===== src/tsc_pkg.sv =====
// Shared types and codes for the timed sequence cursor.
// Used by tsc_alu, timed_sequence_cursor and the testbench; depends on nothing else.
package tsc_pkg;

  localparam int unsigned ENTRY_DEPTH_DEF = 64;

  localparam int unsigned DUR_W   = 32;
  localparam int unsigned TYPE_W  = 16;
  localparam int unsigned TOTAL_W = 38;
  localparam int unsigned IDX_O_W = 6;

  typedef enum logic [1:0] {
    CMD_APPEND  = 2'd0,
    CMD_ADVANCE = 2'd1,
    CMD_REWIND  = 2'd2,
    CMD_CLEAR   = 2'd3
  } cmd_e;

  localparam logic [1:0] ST_OK    = 2'd0;
  localparam logic [1:0] ST_FULL  = 2'd1;
  localparam logic [1:0] ST_EMPTY = 2'd2;

  typedef enum logic [1:0] {
    ALU_ADD32 = 2'd0,
    ALU_ADD38 = 2'd1,
    ALU_SUB   = 2'd2
  } alu_op_e;

  typedef struct packed {
    logic [TOTAL_W-1:0] value;
    logic               gt;
  } alu_res_t;

  typedef struct packed {
    logic [DUR_W-1:0]  dur;
    logic [TYPE_W-1:0] typ;
  } entry_t;

endpackage


===== src/tsc_alu.sv =====
// Shared add / subtract / compare unit of the timed sequence cursor.
// Depends on tsc_pkg for the operation codes and the result struct.
module tsc_alu import tsc_pkg::*; (
  input  alu_op_e            op_i,
  input  logic [TOTAL_W-1:0] a_i,
  input  logic [DUR_W-1:0]   b_i,
  output alu_res_t           res_o
);

  logic [TOTAL_W:0] sum38;
  logic [DUR_W:0]   sum32;
  logic [DUR_W:0]   diff;

  assign sum38 = {1'b0, a_i} + (TOTAL_W+1)'(b_i);
  assign sum32 = {1'b0, a_i[DUR_W-1:0]} + {1'b0, b_i};
  assign diff  = {1'b0, a_i[DUR_W-1:0]} - {1'b0, b_i};

  always_comb begin
    // low DUR_W bits of a > b when the subtraction neither borrows nor lands on zero
    res_o.gt = !diff[DUR_W] && (diff[DUR_W-1:0] != '0);
    unique case (op_i)
      ALU_ADD32: begin
        res_o.value = sum32[DUR_W] ? TOTAL_W'({DUR_W{1'b1}})
                                   : TOTAL_W'(sum32[DUR_W-1:0]);
      end
      ALU_ADD38: begin
        res_o.value = sum38[TOTAL_W] ? {TOTAL_W{1'b1}} : sum38[TOTAL_W-1:0];
      end
      ALU_SUB: begin
        res_o.value = TOTAL_W'(diff[DUR_W-1:0]);
      end
      default: begin
        res_o.value = '0;
      end
    endcase
  end

endmodule


===== src/timed_sequence_cursor.sv =====
// Top level of the timed sequence cursor: entry memory, sequencer and state.
// Depends on tsc_pkg and instantiates tsc_alu.
//
// Usage: drive cmd_i and its operands with start high while busy is low;
// the item is taken at that edge and busy rises the cycle after. One result
// per item appears on the result ports while done_o is high for exactly one
// cycle; the receiver cannot hold it off and must take it then.
// Sequence after the accepting edge: clear goes from the execute state
// straight to done; append and rewind then fetch the cursor entry and
// check it (rewind on an empty table skips the fetch); advance repeats
// fetch and check for each entry the cursor steps over; advance on an
// empty table goes straight to done.
// busy falls right after done_o, so the next item can be taken then.
// Each entry stepped costs one registered read of the single-port entry
// memory and one shared subtract/compare.
// Reset (rst_ni low, asynchronous) empties the table and zeroes cursor,
// elapsed time and total; memory contents are left as they are and are
// never read before being written.
module timed_sequence_cursor import tsc_pkg::*; #(
  parameter int unsigned ENTRY_DEPTH = ENTRY_DEPTH_DEF
) (
  input  logic               clk_i,
  input  logic               rst_ni,
  input  logic               start,
  output logic               busy,
  input  logic [1:0]         cmd_i,
  input  logic [DUR_W-1:0]   entry_duration_i,
  input  logic [TYPE_W-1:0]  entry_type_i,
  input  logic [DUR_W-1:0]   time_step_i,
  output logic               done_o,
  output logic [TYPE_W-1:0]  current_type_o,
  output logic [IDX_O_W-1:0] current_index_o,
  output logic [TOTAL_W-1:0] total_duration_o,
  output logic               at_last_entry_o,
  output logic [1:0]         status_o
);

  localparam int unsigned CNT_W = $clog2(ENTRY_DEPTH + 1);
  localparam int unsigned IDX_W = $clog2(ENTRY_DEPTH);

  localparam logic [2:0] S_IDLE  = 3'd0;
  localparam logic [2:0] S_EXEC  = 3'd1;
  localparam logic [2:0] S_READ  = 3'd2;
  localparam logic [2:0] S_CHECK = 3'd3;
  localparam logic [2:0] S_DONE  = 3'd4;

  logic [2:0]         state_q, state_d;
  logic [CNT_W-1:0]   count_q, count_d;
  logic [IDX_W-1:0]   cursor_q, cursor_d;
  logic [DUR_W-1:0]   elapsed_q, elapsed_d;
  logic [TOTAL_W-1:0] total_q, total_d;
  logic [1:0]         status_q, status_d;

  cmd_e               cmd_q;
  logic [DUR_W-1:0]   dur_q;
  logic [TYPE_W-1:0]  typ_q;
  logic [DUR_W-1:0]   step_q;

  entry_t             mem_q [ENTRY_DEPTH];
  entry_t             rd_q;
  logic               mem_we;
  logic               mem_re;

  alu_op_e            alu_op;
  logic [TOTAL_W-1:0] alu_a;
  logic [DUR_W-1:0]   alu_b;
  alu_res_t           alu_res;

  logic               accept;
  logic               full;
  logic [CNT_W-1:0]   next_pos;
  logic               has_next;
  logic [IDX_W+IDX_O_W-1:0] cursor_ext;

  assign accept   = start && !busy;
  assign full     = (count_q == CNT_W'(ENTRY_DEPTH));
  assign next_pos = CNT_W'(cursor_q) + CNT_W'(1);
  assign has_next = (next_pos < count_q);

  tsc_alu u_alu (
    .op_i  (alu_op),
    .a_i   (alu_a),
    .b_i   (alu_b),
    .res_o (alu_res)
  );

  always_comb begin
    state_d   = state_q;
    count_d   = count_q;
    cursor_d  = cursor_q;
    elapsed_d = elapsed_q;
    total_d   = total_q;
    status_d  = status_q;
    mem_we    = 1'b0;
    mem_re    = 1'b0;
    alu_op    = ALU_SUB;
    alu_a     = TOTAL_W'(elapsed_q);
    alu_b     = rd_q.dur;

    unique case (state_q)
      S_IDLE: begin
        if (accept) begin
          status_d = ST_OK;
          state_d  = S_EXEC;
        end
      end
      S_EXEC: begin
        unique case (cmd_q)
          CMD_APPEND: begin
            alu_op = ALU_ADD38;
            alu_a  = total_q;
            alu_b  = dur_q;
            if (full) begin
              status_d = ST_FULL;
            end else begin
              mem_we  = 1'b1;
              total_d = alu_res.value;
              count_d = count_q + CNT_W'(1);
            end
            state_d = S_READ;
          end
          CMD_ADVANCE: begin
            alu_op = ALU_ADD32;
            alu_b  = step_q;
            if (count_q == '0) begin
              status_d = ST_EMPTY;
              state_d  = S_DONE;
            end else begin
              elapsed_d = alu_res.value[DUR_W-1:0];
              state_d   = S_READ;
            end
          end
          CMD_REWIND: begin
            cursor_d  = '0;
            elapsed_d = '0;
            state_d   = S_READ;
          end
          CMD_CLEAR: begin
            count_d   = '0;
            cursor_d  = '0;
            elapsed_d = '0;
            total_d   = '0;
            state_d   = S_DONE;
          end
          default: begin
            state_d = S_DONE;
          end
        endcase
      end
      S_READ: begin
        // skip the fetch when nothing is stored
        if (count_q == '0) begin
          state_d = S_DONE;
        end else begin
          mem_re  = 1'b1;
          state_d = S_CHECK;
        end
      end
      S_CHECK: begin
        // on advance, step over the entry while time runs past it and one follows
        if ((cmd_q == CMD_ADVANCE) && alu_res.gt && has_next) begin
          elapsed_d = alu_res.value[DUR_W-1:0];
          cursor_d  = cursor_q + IDX_W'(1);
          state_d   = S_READ;
        end else begin
          state_d = S_DONE;
        end
      end
      S_DONE: begin
        state_d = S_IDLE;
      end
      default: begin
        state_d = S_IDLE;
      end
    endcase
  end

  always_ff @(posedge clk_i or negedge rst_ni) begin
    if (!rst_ni) begin
      state_q   <= S_IDLE;
      count_q   <= '0;
      cursor_q  <= '0;
      elapsed_q <= '0;
      total_q   <= '0;
      status_q  <= ST_OK;
    end else begin
      state_q   <= state_d;
      count_q   <= count_d;
      cursor_q  <= cursor_d;
      elapsed_q <= elapsed_d;
      total_q   <= total_d;
      status_q  <= status_d;
    end
  end

  always_ff @(posedge clk_i) begin
    if (accept) begin
      cmd_q  <= cmd_e'(cmd_i);
      dur_q  <= entry_duration_i;
      typ_q  <= entry_type_i;
      step_q <= time_step_i;
    end
  end

  always_ff @(posedge clk_i) begin
    if (mem_we) begin
      mem_q[count_q[IDX_W-1:0]] <= '{dur: dur_q, typ: typ_q};
    end
    if (mem_re) begin
      rd_q <= mem_q[cursor_q];
    end
  end

  assign cursor_ext = (IDX_W+IDX_O_W)'(cursor_q);

  assign busy             = (state_q != S_IDLE);
  assign done_o           = (state_q == S_DONE);
  assign current_type_o   = (count_q != '0) ? rd_q.typ : '0;
  assign current_index_o  = cursor_ext[IDX_O_W-1:0];
  assign total_duration_o = total_q;
  assign at_last_entry_o  = (count_q != '0) && (next_pos == count_q);
  assign status_o         = status_q;

  a_count_range: assert property (@(posedge clk_i) disable iff (!rst_ni)
    count_q <= CNT_W'(ENTRY_DEPTH))
    else $error("entry count beyond table depth");

  a_cursor_in_table: assert property (@(posedge clk_i) disable iff (!rst_ni)
    (count_q != '0) |-> (next_pos <= count_q))
    else $error("cursor past last stored entry");

  a_cursor_empty: assert property (@(posedge clk_i) disable iff (!rst_ni)
    (count_q == '0) |-> (cursor_q == '0))
    else $error("cursor nonzero on empty table");

  a_one_result: assert property (@(posedge clk_i) disable iff (!rst_ni)
    done_o |=> !done_o && !busy)
    else $error("result not followed by idle");

  a_full_status: assert property (@(posedge clk_i) disable iff (!rst_ni)
    (done_o && (status_o == ST_FULL)) |-> full)
    else $error("full status with room in table");

endmodule


===== config.mk =====
export PLATFORM = sky130hd
export DESIGN_NAME = timed_sequence_cursor
export DESIGN_NICKNAME = d
export VERILOG_FILES = /design/src/tsc_pkg.sv /design/src/tsc_alu.sv /design/src/timed_sequence_cursor.sv
export SDC_FILE = /design/constraint.sdc
export NUM_CORES = 2
export LEC_CHECK = 0
export BUFFER_PORTS_ARGS = -buffer_cell sky130_fd_sc_hd__buf_2
export CAP_MARGIN = 20
export CORE_MARGIN = 2
export CORE_UTILIZATION = 50
export CTS_CLUSTER_SIZE = 12
export DETAILED_ROUTE_END_ITERATION = 10
export PLACE_DENSITY = 0.69
export SYNTH_ARGS = -nofsm -noshare
export SYNTH_HDL_FRONTEND = slang
export SYNTH_SLANG_ARGS = --single-unit

===== constraint.sdc =====
create_clock -name clk_i -period 20 [get_ports clk_i]
set_clock_uncertainty 0.1 [all_clocks]
set_input_delay 4 -clock clk_i [delete_from_list [all_inputs] [get_ports clk_i]]
set_output_delay 4 -clock clk_i [all_outputs]
set_load 0.02 [all_outputs]

==> metrics.log <==
[metrics] sort of element at the start of the critical path: flip-flop
[metrics] clock latency on the worst-skew pair: 980 ps
[metrics] overflow left after global routing: 0
[metrics] TritonCTS buffer count: 350
[metrics] critical path required time: 15,900 ps
[metrics] synth top area cells: edfxtp_1 (74%), mux4_2 (17%), dfrtp_1 (1.7%), ha_1 (0.72%), nor2_1 (0.58%)
[metrics] proportion of netlist area held by the largest area contributor: 0.739
[metrics] Max FO, Critical Path: 46
[metrics] combined global-route utilization of all metal layers: 0.275
[metrics] count of endpoints failing setup in the final report: 0
[metrics] share of final-layout standard cells stronger than drive strength 1: 0.298
[metrics] sum of negative setup slack: 0 ps
[metrics] pin count of the biggest net entering global routing: 154
[metrics] sort of element at the end of the critical path: primary output
[metrics] fill count: 18,600
[metrics] Post-synth EDFFs: 3,202
[metrics] clock tree root buffer cell: clkbuf_16
[metrics] Slew HR: 0.181
[metrics] Std-Cell Rows: 187
[metrics] total power consumption of the routed design: 16.2 mW
[metrics] number of antenna violations at the first check in global routing: 16
[metrics] unrepaired setup endpoints after global routing: false
[metrics] switching component of the power: 4.25 mW
[metrics] shortest clock period the worst path allows after layout: 8700 ps
[metrics] # clock sinks: 3,290
[metrics] leading area contributor after synthesis: edfxtp_1
[metrics] Die Width: 514 um
[metrics] cell-internal power: 12.0 mW
[metrics] portion of total power attributed to the clock network: 0.360
[metrics] share of synthesized flip-flops with an asynchronous set or reset: 0.0267
[metrics] cell area power density: 111 nW/um^2
[metrics] status: finished, final reports clean
[metrics] HPWL Detailed: 197,000 um
[metrics] Post-Syn Area per Cell: 22.3 um^2
[metrics] Final Hold Violating Endpoints: 0
[metrics] Unique masters post-synth: 86
[metrics] Ports: 150
[metrics] number of global-route vias before repair: 64,400
[metrics] reported leakage power: 45.0 nW
[metrics] max-slew violation total from the final report: 0
[metrics] clock tree from TritonCTS: yes
[metrics] count of mapped cells out of synthesis: 5,838
[metrics] CTS clock-pin slew for the worst setup and hold paths: 60 ps
[metrics] Yosys Warn Count: 0
[metrics] most common library cell in the layout ignoring fill and taps: edfxtp_1
[metrics] part of the Yosys area used for sequential elements: 0.756
[metrics] final worst-path cycle share: 0.435
[metrics] hold_buf cts: 0
[metrics] synthesized area: 130,000 um^2
[metrics] total length of routed wires: 364,000 um
[metrics] WP data arrival: 4600 ps
[metrics] achievable clock frequency: 115 MHz
[metrics] iteration-0 DRC count of the detailed router: 10,200
[metrics] Final GP Congestion: 0.893
[metrics] Core Area: 259,000 um^2
[metrics] quantity of I/O buffers inserted on ports: 149
[metrics] reported max-cap violation count: 0
[metrics] number of nets with antenna violations after routing: 0
[metrics] critical path class: reg2out
[metrics] H-tree levels: 5
[metrics] logic gate share of total power: 0.139
[metrics] Final Net Count: 6,401
[metrics] net count of the mapped netlist: 6,000
[metrics] highest-count cells in the layout ignoring fill and taps: edfxtp_1 (3,202), mux4_2 (1,008), clkbuf_16 (353), buf_4 (205), buf_2 (148)
[metrics] transition time of the tightest slew-check pin: 1230 ps
[metrics] Synth-to-Final Area Change: 12.3%
[metrics] Die Height: 514 um
[metrics] post-cts sizing count: 0
[metrics] wire length of the first global-routing pass: 505,000 um
[metrics] DRC Markers: 0
[metrics] Top FF cell, synth: edfxtp_1
[metrics] number of post-CTS setup repair buffers: 0
[metrics] via count of the routed design: 65,400
[metrics] number of iterations in the first detailed-routing pass: 8
[metrics] routed wire length per instance: 37.0 um
[metrics] die outline area: 264,000 um^2
[metrics] Initial Util: 0.502
[metrics] number of vias per cell: 6.66
[metrics] flops & latches, synth: 3,290
[metrics] highest ir drop seen on vdd: 0.0983 mV
[metrics] fraction of power spent switching nets: 0.262
[metrics] Hold WC Path Type: reg2reg
[metrics] Max clock buf depth: 4
[metrics] Reg power frac: 0.500
==> stage by stage <==
step / utilization / area (um^2) / setup slack, ps / hold slack [ps] / instances
floorplan: - / 130000 / 11730 / 369 / 5838
global placement: 0.525 / 136000 / 12260 / 395 / 9284
detailed placement: 0.525 / 136000 / 12260 / 408 / 9288
CTS: 0.564 / 146000 / 11280 / 405 / 9819
global route: 0.564 / 146000 / 11100 / 430 / 9821
finish: 0.564 / 146000 / 11300 / 415 / 9824
==> logic make-up (layout without fill, tap and decap cells) <==
group,after synthesis,in the layout,synth area share
AOI/OAI and AO/OA,393,393,0.0210
xor gates and xnor gates,39,39,0.00263
adders and majority gates,77,77,0.00752
buffers and inverters,392,972,0.0117
DFF,3290,3290,0.756
muxes,1087,1087,0.181
other,0,4,0
and+or+nand+nor,560,560,0.0203
==> worst paths after layout <==
path / start / end / slack (ps) / cells past startpoint
worst min register to register: elapsed_q[27]$_DFFE_PN0P_ / elapsed_q[27]$_DFFE_PN0P_ / 420 / 1
worst min-delay path: elapsed_q[27]$_DFFE_PN0P_ / elapsed_q[27]$_DFFE_PN0P_ / 420 / 1
max in group asynchronous: rst_ni / total_duration_o[3]$_DFFE_PN0P_ / 15650 / 2
min in group asynchronous: rst_ni / total_duration_o[31]$_DFFE_PN0P_ / 3000 / 1
worst max register to register: state_q[1]$_DFFE_PN0P_ / elapsed_q[13]$_DFFE_PN0P_ / 12140 / 17
worst max-delay path: current_index_o[1]$_DFFE_PN0P_ / at_last_entry_o / 11300 / 8
==> worst max-delay path: stages (launching register included) <==
cell     delay, ps
dfrtp_4        880
buf_4          730
and3_1         260
nand3_1         90
xnor2_1        190
ha_1           340
nand4_1        110
nor3_1         730
buf_2          300
==> layer usage <==
layer | global-route usage | share of wire
met1 | 0.391 | 0.38
met2 | 0.434 | 0.48
met3 | 0.0561 | 0.11
met4 | 0.0835 | 0.033
met5 | 0 | 0.00015
==> Yosys cell counts (4+ instances only) <==
master and n:
xor2_1 6, buf_1 96, nand4_1 15, o21ai_0 60
a21oi_1 123, or2_2 6, and3_1 10, buf_2 17
a311oi_1 5, clkbuf_1 198, a211o_1 4, dfrtp_1 88
edfxtp_1 3202, a32o_1 31, mux4_2 1008, nor3_1 35
o211ai_1 16, and4_1 4, nor3b_1 7, nor2b_1 37
nor2_1 200, mux2i_1 47, o31ai_1 15, o21bai_1 8
a2111oi_0 11, or4_1 4, ha_1 75, or3_1 9
nand3_1 53, nand2_1 126, mux2_2 32, a31oi_1 10
nor4_1 16, inv_1 73, a211oi_1 15, o21a_1 12
xnor2_1 33, and2_1 13, a21o_1 10, a31o_2 16
o221ai_1 4, o2111ai_1 4, nand2b_1 12
==> power groups by stage <==
stage | Sequential (mW) | Clock [mW] | Combinational, mW
finish | 8.11 | 5.84 | 2.26
detailed placement | 8.25 | 0 | 2.22
floorplan | 8.42 | 0 | 1.19
global route | 8.12 | 6.16 | 2.42
global placement | 8.25 | 0 | 2.20
CTS | 8.11 | 5.91 | 2.23
==> flip-flops by register name (all words and copies together), names as in the netlist <==
name and flops:
total_duration_o 38, status_o 2, step_q 32, dur_q 32, typ_q 16, rd_q 48, state_q 3, current_index_o 6
count_q 7, elapsed_q 32, cmd_q 2, mem_q 3072
==> cell type report <==
class	count	area, um^2	share of cell area
clock inverter	87	729	0.00499
multi-input combinational	2156	30800	0.211
antenna	4	10.0	0.0000685
tap	3402	4260	0.0291
clock buffer	444	9190	0.0629
inverter	77	289	0.00198
sequential	3290	98400	0.673
timing repair buffer	364	2510	0.0172
Note: power is estimated with default switching activity, not from simulation.
